File: config.mk
export PLATFORM = sky130hd
export DESIGN_NAME = imu_ctrl
export DESIGN_NICKNAME = d
export VERILOG_FILES = /design/src/sv/assert_macros.svh /design/src/sv/imu_pkg.sv /design/src/sv/imu_ctrl.sv
export SDC_FILE = /design/constraint.sdc
export NUM_CORES = 1
export LEC_CHECK = 0
export BUFFER_PORTS_ARGS = -buffer_cell sky130_fd_sc_hd__buf_4
export CELL_PAD_IN_SITES_DETAIL_PLACEMENT = 0
export CELL_PAD_IN_SITES_GLOBAL_PLACEMENT = 2
export CORE_AREA = 2 2 39 41
export CTS_CLUSTER_DIAMETER = 80
export DETAILED_ROUTE_END_ITERATION = 8
export DIE_AREA = 0 0 41 43
export PLACE_DENSITY_LB_ADDON = 0.1
export SYNTH_ARGS = -nofsm -noshare
export SYNTH_HDL_FRONTEND = slang
export SYNTH_SLANG_ARGS = --single-unit
File: constraint.sdc
create_clock -name clk -period 1.7 [get_ports clk]
set_input_delay 0.34 -clock clk [delete_from_list [all_inputs] [get_ports clk]]
set_output_delay 0.34 -clock clk [all_outputs]
set_load 0.03 [all_outputs]
File: src/sv/assert_macros.svh
// assertion macros shared by the rtl files
// no dependencies; expects clk and rst in the including module's scope
`ifndef ASSERT_MACROS_SVH
`define ASSERT_MACROS_SVH

// condition holds at every clock edge out of reset
`define ASSERT_COMB(lbl, cond, msg) \
  lbl: assert property (@(posedge clk) disable iff (rst) (cond)) else $error(msg);

// consequent sequence starts in the cycle after the antecedent
`define ASSERT_NEXT(lbl, ante, cons, msg) \
  lbl: assert property (@(posedge clk) disable iff (rst) (ante) |=> cons) else $error(msg);

`endif

File: src/sv/imu_pkg.sv
// shared constants, types and helper functions of the ising metropolis update core
// no dependencies
`timescale 1ns / 1ps

package imu_pkg;

  // lattice geometry
  localparam int SIDE  = 64;
  localparam int SITES = SIDE * SIDE;
  localparam int CW    = (SIDE > 1) ? $clog2(SIDE) : 1;

  // internal widths of the running totals (signed, exact for any lattice size)
  localparam int EW = $clog2(2 * SITES) + 2;
  localparam int MW = $clog2(SITES) + 2;

  // port field widths
  localparam int COORD_W = 6;
  localparam int RND_W   = 16;
  localparam int TH_W    = 17;
  localparam int DE_W    = 5;
  localparam int TE_W    = 15;
  localparam int AM_W    = 13;

  // reset values
  localparam logic signed [EW-1:0] ENERGY_RESET = EW'(-2 * SITES);
  localparam logic signed [MW-1:0] MAGNET_RESET = MW'(SITES);
  localparam logic [TH_W-1:0]      THRESH_FOUR_RESET  = TH_W'(1200);
  localparam logic [TH_W-1:0]      THRESH_EIGHT_RESET = TH_W'(22);

  // configuration register indexes
  typedef enum logic {
    CFG_THRESH_FOUR  = 1'b0,
    CFG_THRESH_EIGHT = 1'b1
  } cfg_reg_t;

  // item opcodes
  typedef enum logic {
    OP_LOAD  = 1'b0,
    OP_TRIAL = 1'b1
  } op_t;

  // which lattice row the datapath reads
  typedef enum logic [1:0] {
    RD_NONE = 2'b00,
    RD_UP   = 2'b01,
    RD_DN   = 2'b10,
    RD_MID  = 2'b11
  } rd_sel_t;

  // controller to datapath commands
  typedef struct packed {
    logic    cap_in;
    rd_sel_t rd;
    logic    eval;
  } cmd_t;

  // coordinate folded onto the lattice (small table for a 6 bit value)
  function automatic logic [CW-1:0] wrap_coord(logic [COORD_W-1:0] v);
    return CW'(v % SIDE);
  endfunction

  // energy clamped to the output field
  function automatic logic signed [TE_W-1:0] sat_energy(logic signed [EW-1:0] e);
    int ev;
    ev = int'(e);
    if (ev < -16384) ev = -16384;
    if (ev > 16383) ev = 16383;
    return TE_W'(ev);
  endfunction

  // magnitude of the magnetization clamped to the output field
  function automatic logic [AM_W-1:0] sat_mag(logic signed [MW-1:0] m);
    int mv;
    mv = int'(m);
    if (mv < 0) mv = -mv;
    if (mv > 8191) mv = 8191;
    return AM_W'(mv);
  endfunction

endpackage

File: src/sv/imu_ctrl.sv
// sequencing state machine of the ising metropolis update core
// depends on imu_pkg
`timescale 1ns / 1ps

module imu_ctrl (
  input  logic          clk,
  input  logic          rst,
  input  logic          start,
  output logic          busy,
  output imu_pkg::cmd_t cmd
);

  import imu_pkg::*;

  typedef enum logic [4:0] {
    S_IDLE = 5'b00001,
    S_UP   = 5'b00010,
    S_DN   = 5'b00100,
    S_MID  = 5'b01000,
    S_EVAL = 5'b10000
  } state_t;

  state_t state, state_next;

  // state register
  always_ff @(posedge clk) begin
    if (rst) begin
      state <= S_IDLE;
    end else begin
      state <= state_next;
    end
  end

  // next state and commands
  always_comb begin
    state_next = state;
    cmd        = '{cap_in: 1'b0, rd: RD_NONE, eval: 1'b0};
    case (state)
      S_IDLE: begin
        if (start) begin
          cmd.cap_in = 1'b1;
          state_next = S_UP;
        end
      end
      S_UP: begin
        cmd.rd     = RD_UP;
        state_next = S_DN;
      end
      S_DN: begin
        cmd.rd     = RD_DN;
        state_next = S_MID;
      end
      S_MID: begin
        cmd.rd     = RD_MID;
        state_next = S_EVAL;
      end
      S_EVAL: begin
        cmd.eval   = 1'b1;
        state_next = S_IDLE;
      end
      default: begin
        state_next = S_IDLE;
      end
    endcase
  end

  assign busy = (state != S_IDLE);

endmodule

==> out/summary.txt <==
Outcome: complete, but fails checks
Mapped Cells: 26
Violated checks: negative setup slack
First-pass GRT wire length: 1.04 mm
Via density: 4.39
Synthesized area per cell: 9.77 um2
Worst-Margin Slew: 332 ps
Core Area: 1380 um2
Post-Syn Area: 254 um2
Die footprint: 1760 um2
Gr ovfl total: 0
Grt peak-use layer: met1
PwrDens: 805 nW/um2
Final critical-path required period: 1750 ps
Multi-input gate area: 169 um2
Initial antenna violation count: 0
Detailed placement HPWL: 457 um
Synth-to-Final Area Change: 55.7%
Row cnt: 14
GRT Overall Usage: 8.83%
Unrepaired setup endpoints after global routing: true
Slowest cell on crit path: or4b_4
Max stage delay on crit path: 480 ps
Critical path type: register to primary output
Final estimated routing congestion in global placement: 0.699
Share of the yosys chip area belonging to registers: 39.4%
Top Family by Delay on Critical Path: simple AND/OR/NAND/NOR gates
Port Buffer Count: 7
WP data required: 1360 ps
CTS tree: done
Max-cap violations: 0
Critical path arrival: 1410 ps
Worst min path class: input port to register
Met3 Use GR: 1.57%
Total negative slack: -51.9 ps
Max IR drop VDD: 0.278 mV
Worst path depth: 3
Num CTS Buffers: 3
Critical path buffer and inverter count: 1
Vias in the first global route: 253
Met2 Use GR: 11.3%
Most frequent cells in the layout: buf_4, dfxtp_1, nor3_1, clkbuf_4
Biggest register: state
Chip width: 41 um
Antenna Cells: 0
Clock skew: 3.61 ps
Crit. End Element: primary output
Max-slew headroom: 77.9%
Fmax: 571 MHz
Number of synthesized flops with an enable pin: 0
Worst-Skew Late Latency: 240 ps
DIE HEIGHT: 43 um
Worst-path clk slew: 50 ps
Yosys Warn Count: 0
Max-slew violations: 0
DR pass1 iterations: 2
CTS Buffer Depth: 2
Root Driver: clkbuf_4
Synth unique cells: 16
Final setup fails: 1
CTS sink count: 5
Drt wl/cell: 11.3 um
Remaining antenna violation count after routing: 0
Leading cell type in the layout, fill and taps excluded: buf_4
Drt first-iter violations: 2
Largest net degree at the start of global routing: 9
Nets: 42
Residual DRC: 0
Cell leakage power: 0.000159 uW
Via count: 237
Period utilisation layout: 103%
Yosys reg bits: 5
Layout cells sized above 1: 52.6%
Post-synth top flop: dfxtp_1
Hold Vio Cnt, Final: 0
Place WS: 155 ps
Crit-path max FO: 2
Starting Density: 18.4%
Drt total wl: 612 um
Hold Path Depth: 2
Async set-or-reset flop fraction in the synthesized netlist: 0%
Hold-fix buffers, CTS: 0
Grt met1 use: 11.9%
Storage cell area: 101 um2
Post-route setup slack: -51.9 ps
Fill cells: 152
H-Tree Depth: 1
Max reg flops: 5
IO Count: 8
Biggest regs: state x5
Worst setup SP type: register
Post-Syn Nets: 29
FF-to-FF path depth: 4
Crit path cell chain: or2_1 > or4b_4 > buf_6
[repair_timing]
action,4_1_cts,5_1_grt
setup endpoints to repair,1,4
resized for setup,2,4
pin swaps,1,1
setup buffers,1,0
[area by class of cell]
cell class	count	share of cell area (%)
flip-flops and latches	5	25.6
clock buffers	4	6.65
well taps	16	5.06
multi-input cells	19	42.7
repair buffers	10	19.9
[metal layers]
layer	part of all wire, %	up-vias
li1	-	116
met1	44	114
met2	50	5
met3	4.9	2
met4	0.82	0
met5	0	-
[where the power goes]
group / switching, uW / internal (uW)
registers: 9.28 / 122
logic: 25.6 / 26.1
clock network: 47.1 / 88.6
[kinds of logic after synthesis]
group,synth area share [%]
and+or+nand+nor,47.3
DFF,39.4
buffers and inverters,6.40
xor gates and xnor gates,6.90
[cell usage after synthesis, drive strengths merged (2+ instances only)]
cell type	instances	area, um2
xnor2	2	17.5
nor4	2	18.8
nor3	4	20.0
nor2	3	11.3
buf	2	16.3
dfxtp	5	100
[final timing paths]
path / slack, ps / from / endpoint
worst max-delay path: -50 / state[4]$_SDFFE_PP0P_ / busy
worst max register to register: 540 / state[4]$_SDFFE_PP0P_ / state[0]$_SDFFE_PP1P_
worst min-delay path: 290 / rst / state[4]$_SDFFE_PP0P_
worst min register to register: 570 / state[3]$_SDFFE_PP0P_ / state[4]$_SDFFE_PP0P_
[stage by stage]
step           util (%)  cell area, um2  power, uW  hold WS, ps  cells
6_report           28.6             395        318          292     54
5_1_grt            28.6             395        334          291     54
4_1_cts            27.2             377        319          288     54
3_5_place_dp       24.4             338        178          550     49
3_3_place_gp       24.4             338        178          550     49
2_1_floorplan         -             267        160          417     26
No activity file was read; power rests on OpenSTA's default activity.
